[src/rtl/core/mtf_pkg.sv]
package mtf_pkg;

  localparam int ItemW       = 6;
  localparam int PosW        = 6;
  localparam int OutW        = 7;
  localparam int CountW      = 7;
  localparam int ItemSpan    = 64;
  localparam int DefMaxItems = 64;

  localparam logic [CountW-1:0] CountReset = 7'd64;

  localparam logic ActAccess = 1'b0;
  localparam logic ActReport = 1'b1;

  typedef struct packed {
    logic             action;
    logic [ItemW-1:0] item;
  } mtf_in_t;

  typedef struct packed {
    logic [OutW-1:0] position;
    logic [OutW-1:0] min_position;
    logic [OutW-1:0] max_position;
    logic            bad_item;
  } mtf_out_t;

  // One list slot: the item it holds and that item's position extremes.
  typedef struct packed {
    logic [ItemW-1:0] item;
    logic [PosW-1:0]  least;
    logic [PosW-1:0]  greatest;
  } mtf_rec_t;

  typedef struct packed {
    logic             shift;
    logic [PosW-1:0]  pos;
    logic [ItemW-1:0] item;
  } mtf_ctrl_t;

endpackage

[src/rtl/core/mtf_cell.sv]
module mtf_cell #(
  parameter int INDEX = 0
) (
  input  logic              clk,
  input  logic              rst_n,
  input  mtf_pkg::mtf_ctrl_t ctrl,
  input  mtf_pkg::mtf_rec_t  prev_rec,
  output mtf_pkg::mtf_rec_t  rec,
  output logic              match
);
  import mtf_pkg::*;

  localparam logic [PosW-1:0] IdxV = PosW'(INDEX);

  mtf_rec_t rec_r;
  mtf_rec_t rec_nxt;

  always_comb begin
    rec_nxt = rec_r;
    // Slots from the front up to the hit slot take their neighbor's record.
    if (ctrl.shift && (IdxV <= ctrl.pos)) begin
      rec_nxt = prev_rec;
    end
  end

  always_ff @(posedge clk) begin
    if (!rst_n) begin
      rec_r <= '{item: IdxV, least: IdxV, greatest: IdxV};
    end else begin
      rec_r <= rec_nxt;
    end
  end

  assign rec   = rec_r;
  assign match = (rec_r.item == ctrl.item);

endmodule

[src/rtl/core/mtf_gather.sv]
module mtf_gather #(
  parameter int CELLS = mtf_pkg::DefMaxItems
) (
  input  logic [CELLS-1:0]  match,
  input  mtf_pkg::mtf_rec_t recs [CELLS],
  output logic [mtf_pkg::PosW-1:0] pos,
  output mtf_pkg::mtf_rec_t hit_rec
);
  import mtf_pkg::*;

  // At most one slot matches, so an OR over the masked slots selects it.
  always_comb begin
    pos     = '0;
    hit_rec = '0;
    for (int p = 0; p < CELLS; p++) begin
      if (match[p]) begin
        pos     = pos | PosW'(p);
        hit_rec = hit_rec | recs[p];
      end
    end
  end

endmodule

[src/rtl/core/move_to_front_position_tracker_core.sv]
// Each request is accepted in the idle state, passes a lookup state in which every list cell
// compares its item and the hit is encoded, then a move state in which an access that is not
// refused shifts the chain; the result and its strobe are registered as the move state ends.
// busy is high from acceptance until the move state ends, so no new request is taken meanwhile.
// The result is shown for one cycle and cannot be stalled by the receiver.
// Reset (synchronous): list in identity order, extremes of item k both k, count 64.
module move_to_front_position_tracker_core #(
  parameter int MAX_ITEMS = mtf_pkg::DefMaxItems
) (
  input  logic                            clk,
  input  logic                            rst_n,
  input  logic                            start,
  output logic                            busy,
  input  mtf_pkg::mtf_in_t                in_data,
  output logic                            out_valid,
  output mtf_pkg::mtf_out_t               out_data,
  input  logic                            cfg_valid,
  output logic                            cfg_ready,
  input  logic [mtf_pkg::CountW-1:0]      cfg_data
);
  import mtf_pkg::*;

  // Only the first ItemSpan items can ever be named, and they never leave
  // the first ItemSpan slots, so the list needs no more cells than that.
  localparam int Cells = (MAX_ITEMS < ItemSpan) ? MAX_ITEMS : ItemSpan;
  localparam logic [CountW-1:0] CellsV = CountW'(Cells);

  localparam logic [1:0] ST_IDLE = 2'd0;
  localparam logic [1:0] ST_LOOK = 2'd1;
  localparam logic [1:0] ST_MOVE = 2'd2;

  logic [1:0]        state_r, state_nxt;
  logic [CountW-1:0] count_r;
  logic              act_r;
  logic [ItemW-1:0]  item_r;
  logic              bad_r;
  logic [PosW-1:0]   pos_r;
  logic [PosW-1:0]   lo_r;
  logic [PosW-1:0]   hi_r;
  logic              out_valid_r;
  mtf_out_t          out_r;

  logic              accept;
  logic              in_bad;
  mtf_ctrl_t         ctrl;
  mtf_rec_t          head;
  logic [Cells-1:0]  match;
  mtf_rec_t          recs [Cells];
  logic [PosW-1:0]   hit_pos;
  mtf_rec_t          hit_rec;
  logic [PosW-1:0]   hit_hi;

  assign accept    = start && (state_r == ST_IDLE);
  assign busy      = (state_r != ST_IDLE);
  assign cfg_ready = 1'b1;
  assign in_bad    = ({1'b0, in_data.item} >= count_r) || ({1'b0, in_data.item} >= CellsV);

  assign ctrl.shift = (state_r == ST_MOVE) && (act_r == ActAccess) && !bad_r;
  assign ctrl.pos   = pos_r;
  assign ctrl.item  = item_r;
  assign head       = '{item: item_r, least: '0, greatest: hi_r};

  for (genvar g = 0; g < Cells; g++) begin : g_cell
    mtf_rec_t prev;
    if (g == 0) begin : g_head
      assign prev = head;
    end else begin : g_link
      assign prev = recs[g-1];
    end
    mtf_cell #(.INDEX(g)) u_cell (
      .clk      (clk),
      .rst_n    (rst_n),
      .ctrl     (ctrl),
      .prev_rec (prev),
      .rec      (recs[g]),
      .match    (match[g])
    );
  end

  mtf_gather #(.CELLS(Cells)) u_gather (
    .match   (match),
    .recs    (recs),
    .pos     (hit_pos),
    .hit_rec (hit_rec)
  );

  assign hit_hi = (hit_pos > hit_rec.greatest) ? hit_pos : hit_rec.greatest;

  always_comb begin
    state_nxt = state_r;
    unique case (state_r)
      ST_IDLE: if (accept) state_nxt = ST_LOOK;
      ST_LOOK: state_nxt = ST_MOVE;
      ST_MOVE: state_nxt = ST_IDLE;
      default: state_nxt = ST_IDLE;
    endcase
  end

  always_ff @(posedge clk) begin
    if (!rst_n) begin
      state_r     <= ST_IDLE;
      count_r     <= CountReset;
      out_valid_r <= 1'b0;
    end else begin
      state_r     <= state_nxt;
      out_valid_r <= (state_r == ST_MOVE);
      if (cfg_valid && cfg_ready) begin
        count_r <= cfg_data;
      end
    end
  end

  always_ff @(posedge clk) begin
    if (accept) begin
      act_r  <= in_data.action;
      item_r <= in_data.item;
      bad_r  <= in_bad;
    end
    if (state_r == ST_LOOK) begin
      pos_r <= hit_pos;
      lo_r  <= hit_rec.least;
      hi_r  <= hit_hi;
    end
    if (state_r == ST_MOVE) begin
      if (bad_r) begin
        out_r <= '{position: '0, min_position: '0, max_position: '0, bad_item: 1'b1};
      end else begin
        out_r.position     <= {1'b0, pos_r} + 7'd1;
        out_r.min_position <= (act_r == ActAccess) ? 7'd1 : ({1'b0, lo_r} + 7'd1);
        out_r.max_position <= {1'b0, hi_r} + 7'd1;
        out_r.bad_item     <= 1'b0;
      end
    end
  end

  assign out_valid = out_valid_r;
  assign out_data  = out_r;

endmodule

[config.mk]
export PLATFORM = sky130hd
export DESIGN_NAME = move_to_front_position_tracker_core
export DESIGN_NICKNAME = d
export VERILOG_FILES = /design/src/rtl/core/mtf_pkg.sv /design/src/rtl/core/mtf_cell.sv /design/src/rtl/core/mtf_gather.sv /design/src/rtl/core/move_to_front_position_tracker_core.sv
export SDC_FILE = /design/constraint.sdc
export NUM_CORES = 2
export LEC_CHECK = 0
export BUFFER_PORTS_ARGS = -buffer_cell sky130_fd_sc_hd__buf_2
export CAP_MARGIN = 20
export CORE_MARGIN = 2
export CORE_UTILIZATION = 50
export DETAILED_ROUTE_END_ITERATION = 8
export GPL_TIMING_DRIVEN = 0
export PLACE_DENSITY = 0.65
export SYNTH_ARGS = -nofsm -noshare
export SYNTH_HDL_FRONTEND = slang
export SYNTH_SLANG_ARGS = --single-unit
[constraint.sdc]
create_clock -name clk -period 5.6 [get_ports clk]
set_input_delay 0.84 -clock clk [delete_from_list [all_inputs] [get_ports clk]]
set_output_delay 0.84 -clock clk [all_outputs]
set_load 0.005 [all_outputs]
-- Word level (Yosys, flattened, before mapping)
Cells that the tools add are included.
- output and inout port bits: 25
- bits of input ports: 18
- bits in registers: 1147
- add/subtract/negate cells: 3
- muxes and demuxes: 136
- bitwise logic cells: 64
- magnitude comparators: 66
- reduce and logical (&&, ||, !) cells: 70
- eq/ne operators: 68
- operators with widths (cell ; count):
    $mux W12 ; 63
    $eq A6 B6 Y1 ; 64
    $or A12 B12 Y12 ; 32
    $mux W6 ; 34
    $le A6 B6 Y1 const A ; 32
    $or A12 B11 Y12 ; 16
    $le A5 B6 Y1 const A ; 16
    $or A12 B10 Y12 ; 8
    $mux W5 ; 16
    $logic_and A1 B1 Y1 ; 67
    $le A4 B6 Y1 const A ; 8
    $or A12 B9 Y12 ; 4
    $mux W22 ; 2
    $mux W4 ; 8
    $le A3 B6 Y1 const A ; 4
    $or A12 B8 Y12 ; 2
    $add A6 B1 Y7 const B ; 3
    $mux W7 ; 3
    $le A1 B6 Y1 const A ; 2
    $le A2 B6 Y1 const A ; 2
    $mux W3 ; 4
    $or A12 B7 Y12 ; 1
    $mux W2 ; 4
    $ge A6 B7 Y1 ; 1
    11 further kinds ; 11

-- Depth between registers and ports, before layout
- depth after elaboration: 130
- gate-level depth with buffers: 18

-- Worst setup path before layout
OpenSTA, ideal clock, no wires.
- path type: reg-to-reg
- start point: reg item_r[3]
- end point: reg hi_r[0], data pin
- stages on the path, launching flop included: 18
- clock period less this slack: 3.834 ns
- path slack: 1.766 ns
- library setup time: 0.260 ns
- arrival time: 3.574 ns
- data required time: 5.340 ns
- buffers on the path: 2
- cell sequence: edfxtp_1 buf_4 buf_8 xnor2_1 nand2_1 nor2_1 a22oi_1 nand2_1 or4_1 or4_1 inv_1 ha_1 nor2b_1 o21a_1 o21a_1 o21ai_0 a21oi_1 mux2_2
- word-level cells in the longest chain between the ends: 130
- elaborated cells between the ends (all ways): 256
- ends and longest elaborated chain (element ; RTL line ; source):
    from (decl) ; move_to_front_position_tracker_core.sv:35 ; logic [ItemW-1:0] item_r;
    from (signal assigned) ; move_to_front_position_tracker_core.sv:116 ; item_r <= in_data.item;
    $eq A6 B6 Y1 ; mtf_cell.sv:35 ; assign match = (rec_r.item == ctrl.item);
    $mux W6 ; mtf_gather.sv:16 ; if (match[p]) begin
    $or A12 B7 Y12 ; mtf_gather.sv:18 ; hit_rec = hit_rec | recs[p];
    $mux W12 ; mtf_gather.sv:16 ;
    $or A12 B8 Y12 ; mtf_gather.sv:18 ;
    $mux W12 ; mtf_gather.sv:16 ;
    $or A12 B8 Y12 ; mtf_gather.sv:18 ;
    $mux W12 ; mtf_gather.sv:16 ;
    (+115 left out) ; n/a ;
    $mux W12 ; mtf_gather.sv:16 ;
    $or A12 B12 Y12 ; mtf_gather.sv:18 ;
    $mux W12 ; mtf_gather.sv:16 ;
    $or A12 B12 Y12 ; mtf_gather.sv:18 ;
    $mux W12 ; mtf_gather.sv:16 ;
    $gt A6 B6 Y1 ; move_to_front_position_tracker_core.sv:87 ; assign hit_hi = (hit_pos > hit_rec.greatest) ? hit_pos : hit_rec.greatest;
    $mux W6 (*) ; move_to_front_position_tracker_core.sv:87 ;
    named net hit_hi[0] ; move_to_front_position_tracker_core.sv:51 ; logic [PosW-1:0] hit_hi;
    to (signal assigned) ; move_to_front_position_tracker_core.sv:122 ; hi_r <= hit_hi;
    to (decl) ; move_to_front_position_tracker_core.sv:39 ; logic [PosW-1:0] hi_r;
The timed path passes the listed nets; every way through them passes the cells marked *.
A chain may end at the register's enable or synchronous reset.

-- Worst setup path after layout
- start point: reg item_r[0]
- end point: reg hi_r[5], data pin
The elaborated chain is that of the path after synthesis.

==> impl_results.md <==
* Fin nets at about 6.5k
* Clock-pin transition on the worst setup and hold timing paths at around 0.060 ns
* Crit-path max cell delay at roughly 0.62 ns
* Setup CP Type: flop to flop
* Vias in the first global route at between 40k and 50k
* Pint at around 0.014 W
* IO buf count at 39
* Drt initial violations at 9396
* Maximum fanout along the worst path at 10
* Register area at about 23000 sq um
* Routed Antenna Nets at 0
* Share of cells above drive strength 1 at under 10%
* M1 wire length at roughly 110000 microns
* First-pass GRT wire length at 401000 microns
* Post-Synthesis Cells at about 6.2k
* Place WS at -1.49 ns
* Hold WC Path Type: input port to flop
* # rows at between 100 and 150
* Slew headroom at between 10% and 20%
* Final WS setup at -0.256 ns
* Starting Density at about half
* Cell Count Post-Placement at approximately 7.6k
* Synth Area per Inst at just over 8 sq um
* Data required time of the worst path at approximately 6.1 ns
* Worst-Margin Slew at 1.31 ns
* Met2 routed WL at 113000 microns
* Finished Core Util at 57.9%
* Total GRT Usage at 57.7%
* Max Clock Skew at 0.0290 ns
* H-tree depth at 3
* Maximum clock insertion buffer count at 3
* Distinct cell type count after synthesis at 49
* Final Slew Violations at 0
* Vias/cell at approximately 6.8
* Vias at 53.2k
* Seq/Total Area, Yosys at 47.0%
* I/O pins at 43
* Total Power at 0.0186 W
* NetSw at around 0.0048 W
* Status: finished, violations left
* Minimum clock period at just under 6 ns
* Root Buffer: clkbuf_16
* CTS tree: yes
* Pre-Repair DR Iteration Count at 7
* Initial antenna violation count at 37
* Critical path endpoint category: flop
* Critical-path top delay cell: a221oi_2
* DRC viols at 0
* Lkg Pwr at 22.1 nW
* Final Instance Count excl. Fillers at between 7k and 8k
* Total wire length at approximately 300000 microns
* Number of synthesized flops with an enable pin at between 40 and 50
* # hold bufs at CTS at 0
* Filler Cell Count at roughly 8.6k
* #FFs+latches synth at 1147
* Met3 routed WL at 47000 microns
* Total of max-cap violations at 0
* Top_reg_cell synth: dfxtp_1
* Post-detail-place hpwl at 236000 microns
* WHS at roughly 0.28 ns
* Asr flop ratio synth at 0%
* Footprint of the multi-input gates at around 25000 sq um
* GP Congestion at 1.19
* Critical Path Most Common Cell: nand4_1
* Area Growth Syn to Fin at 14.6%
* PwrDens at around 330 nW/um^2
* Die Width at 320 microns
* Worst path cell trace: buf_6 -> buf_8 -> buf_6 -> xnor2_1 -> nand4_1 -> nor3_1 -> clkbuf_2 -> a22o_1 -> a221oi_2 -> nand4_1 -> nor4_4 -> ha_1 -> nand4_1 -> o22ai_1 -> a21oi_2 -> mux2_2
* Die ar. at between 100000 and 150000 sq um
* Net switching fraction of the power at a little over a quarter
* Sequential Power Share at between 40 and 50%
* Gr ovfl total at 0
* Routed wire per std cell at around 39 microns
* Largest net degree at the start of global routing at 24
* Die H at about 320 microns
* Area of the core at approximately 99000 sq um
* Final hold violation count at 0
* Synthesized area at between 40000 and 50000 sq um
* Ys Warns at 0
* Crit share post-route at 105%
* Critical Path AT at about 6.3 ns
* Num Clock Sinks at 1147
* CP startpoint kind: flop
* Fmax at 0.171 GHz
* Cts bufs inserted at 116
* Failing checks: setup timing
* Combinational Power Share at approximately 8.7%
* Clock network fraction of design power at a little under half
* Mapped Nets at just over 6k
* Final setup fails at 6
* VDD IR max at 0.270 mV
* Clock insertion delay at the later pin of the skew report at around 0.76 ns
* Top layer in use: met5
## stage by stage
stage,cell area (sq um),setup TNS [ns]
after floorplan,49900,0
after global placement,51700,-11.99
after detailed placement,52500,-8.35
after CTS,56800,0
after global routing,57100,-0.195
final,57200,-0.907
## path summary, 6_finish.rpt
| check | cells after the start | slack (ns) | start | to |
|---|---|---|---|---|
| worst max-delay path | 16 | -0.26 | item_r[0] | hi_r[5] |
| worst min-delay path | 1 | 0.28 | in_data[6] | act_r |
| worst max register to register | 16 | -0.26 | item_r[0] | hi_r[5] |
| worst min register to register | 2 | 0.47 | g_cell[63].u_cell.rec[1] | g_cell[63].u_cell.rec[1] |
## cell usage in the layout (no fill, tap or decap), types with 20 or more instances in the layout
cell type     n
o21ai_1      37
mux2i_1      25
diode_2      39
nand2_1    2257
buf_6        39
nand3_1     590
nor4_1       23
nand4_1     102
buf_4        20
a221oi_1     54
buf_2        50
a21oi_1      24
xnor2_1     280
a22oi_1     208
clkinv_2     25
clkbuf_1    354
clkbuf_8     23
nor3_2       29
buf_8        28
edfxtp_1     48
xor2_1      114
nor3_1       38
clkbuf_16   121
dfxtp_1    1099
nor2b_1      24
nor2_1       92
a21boi_0    504
a22o_1       74
## kinds of logic after synthesis
| group | share of synthesized area (%) |
|---|---|
| simple gates | 27.2 |
| flops | 47.0 |
| compound gates | 14.2 |
| buf+inv | 3.64 |
| xor+xnor | 6.92 |
| mux | 0.569 |
| fa+ha+maj | 0.426 |
| other cells | 0.00752 |
## critical path, delay by kind of cell, from the launching register on
kind / cells / cell delay, ns
flip-flops: 1 / 0.37
buffers and inverters: 4 / 1.56
adder cells (fa/ha/maj): 1 / 0.35
AND/OR/NAND/NOR: 5 / 1.20
XOR/XNOR: 1 / 0.11
multiplexers: 1 / 0.38
AO/OA/AOI/OAI: 4 / 1.55
## routing by layer
metal | GRT usage [%] | up-vias
met5 | 0 | -
met4 | 52.9 | 10
met3 | 25.7 | 1324
met2 | 76.1 | 4850
met1 | 69.4 | 25655
li1 | - | 21395
## final cells by class
| cell class | count | share of cell area [%] |
|---|---|---|
| well taps | 1287 | 2.82 |
| clock buffers | 163 | 5.93 |
| repair buffers | 103 | 1.74 |
| plain buffers | 407 | 3.29 |
| flip-flops and latches | 1147 | 41.0 |
| clock inverters | 55 | 1.33 |
| inverters | 19 | 0.125 |
| diodes | 39 | 0.171 |
| multi-input cells | 4625 | 43.6 |
## cells in the mapped netlist (36+ instances only)
cell type	number	share of area [%]
a21boi_0	504	7.6
nand2_1	2259	17
a221oi_1	57	1.0
nand4_1	102	1.3
nor2_1	100	0.75
nor3_1	69	0.69
xnor2_1	280	4.9
a22oi_1	212	3.2
edfxtp_1	48	2.9
dfxtp_1	1099	44
clkbuf_1	353	2.7
a22o_1	74	1.3
o21ai_1	36	0.36
nand3_1	590	5.9
xor2_1	114	2.0
## what timing repair did
| item | 4_1_cts | 5_1_grt |
|---|---|---|
| endpoints found under the setup margin | 6 | 6 |
| resized for setup | 35 | 54 |
| pin swaps | 1 | 3 |
| endpoints found under the hold margin | 0 | 0 |
| setup buffers | 2 | 0 |
## power groups by stage
stage	combinational, W	clock, W	sequential (W)
2_1_floorplan	0.000761	0	0.00854
6_report	0.00161	0.00854	0.00844
4_1_cts	0.00147	0.00842	0.00843
3_5_place_dp	0.00145	0	0.00861
3_3_place_gp	0.00140	0	0.00861
5_1_grt	0.00159	0.00877	0.00843
## state kept, by name, summed over array words and instances (netlist names)
name and cells:
act_r 1, bad_r 1, out_valid 1, item_r 6, g_cell.u_cell.rec 1089, hi_r 6
out_data 22, pos_r 6, lo_r 6, count_r 7, state_r 2
Power figures use the tool's default switching activity.
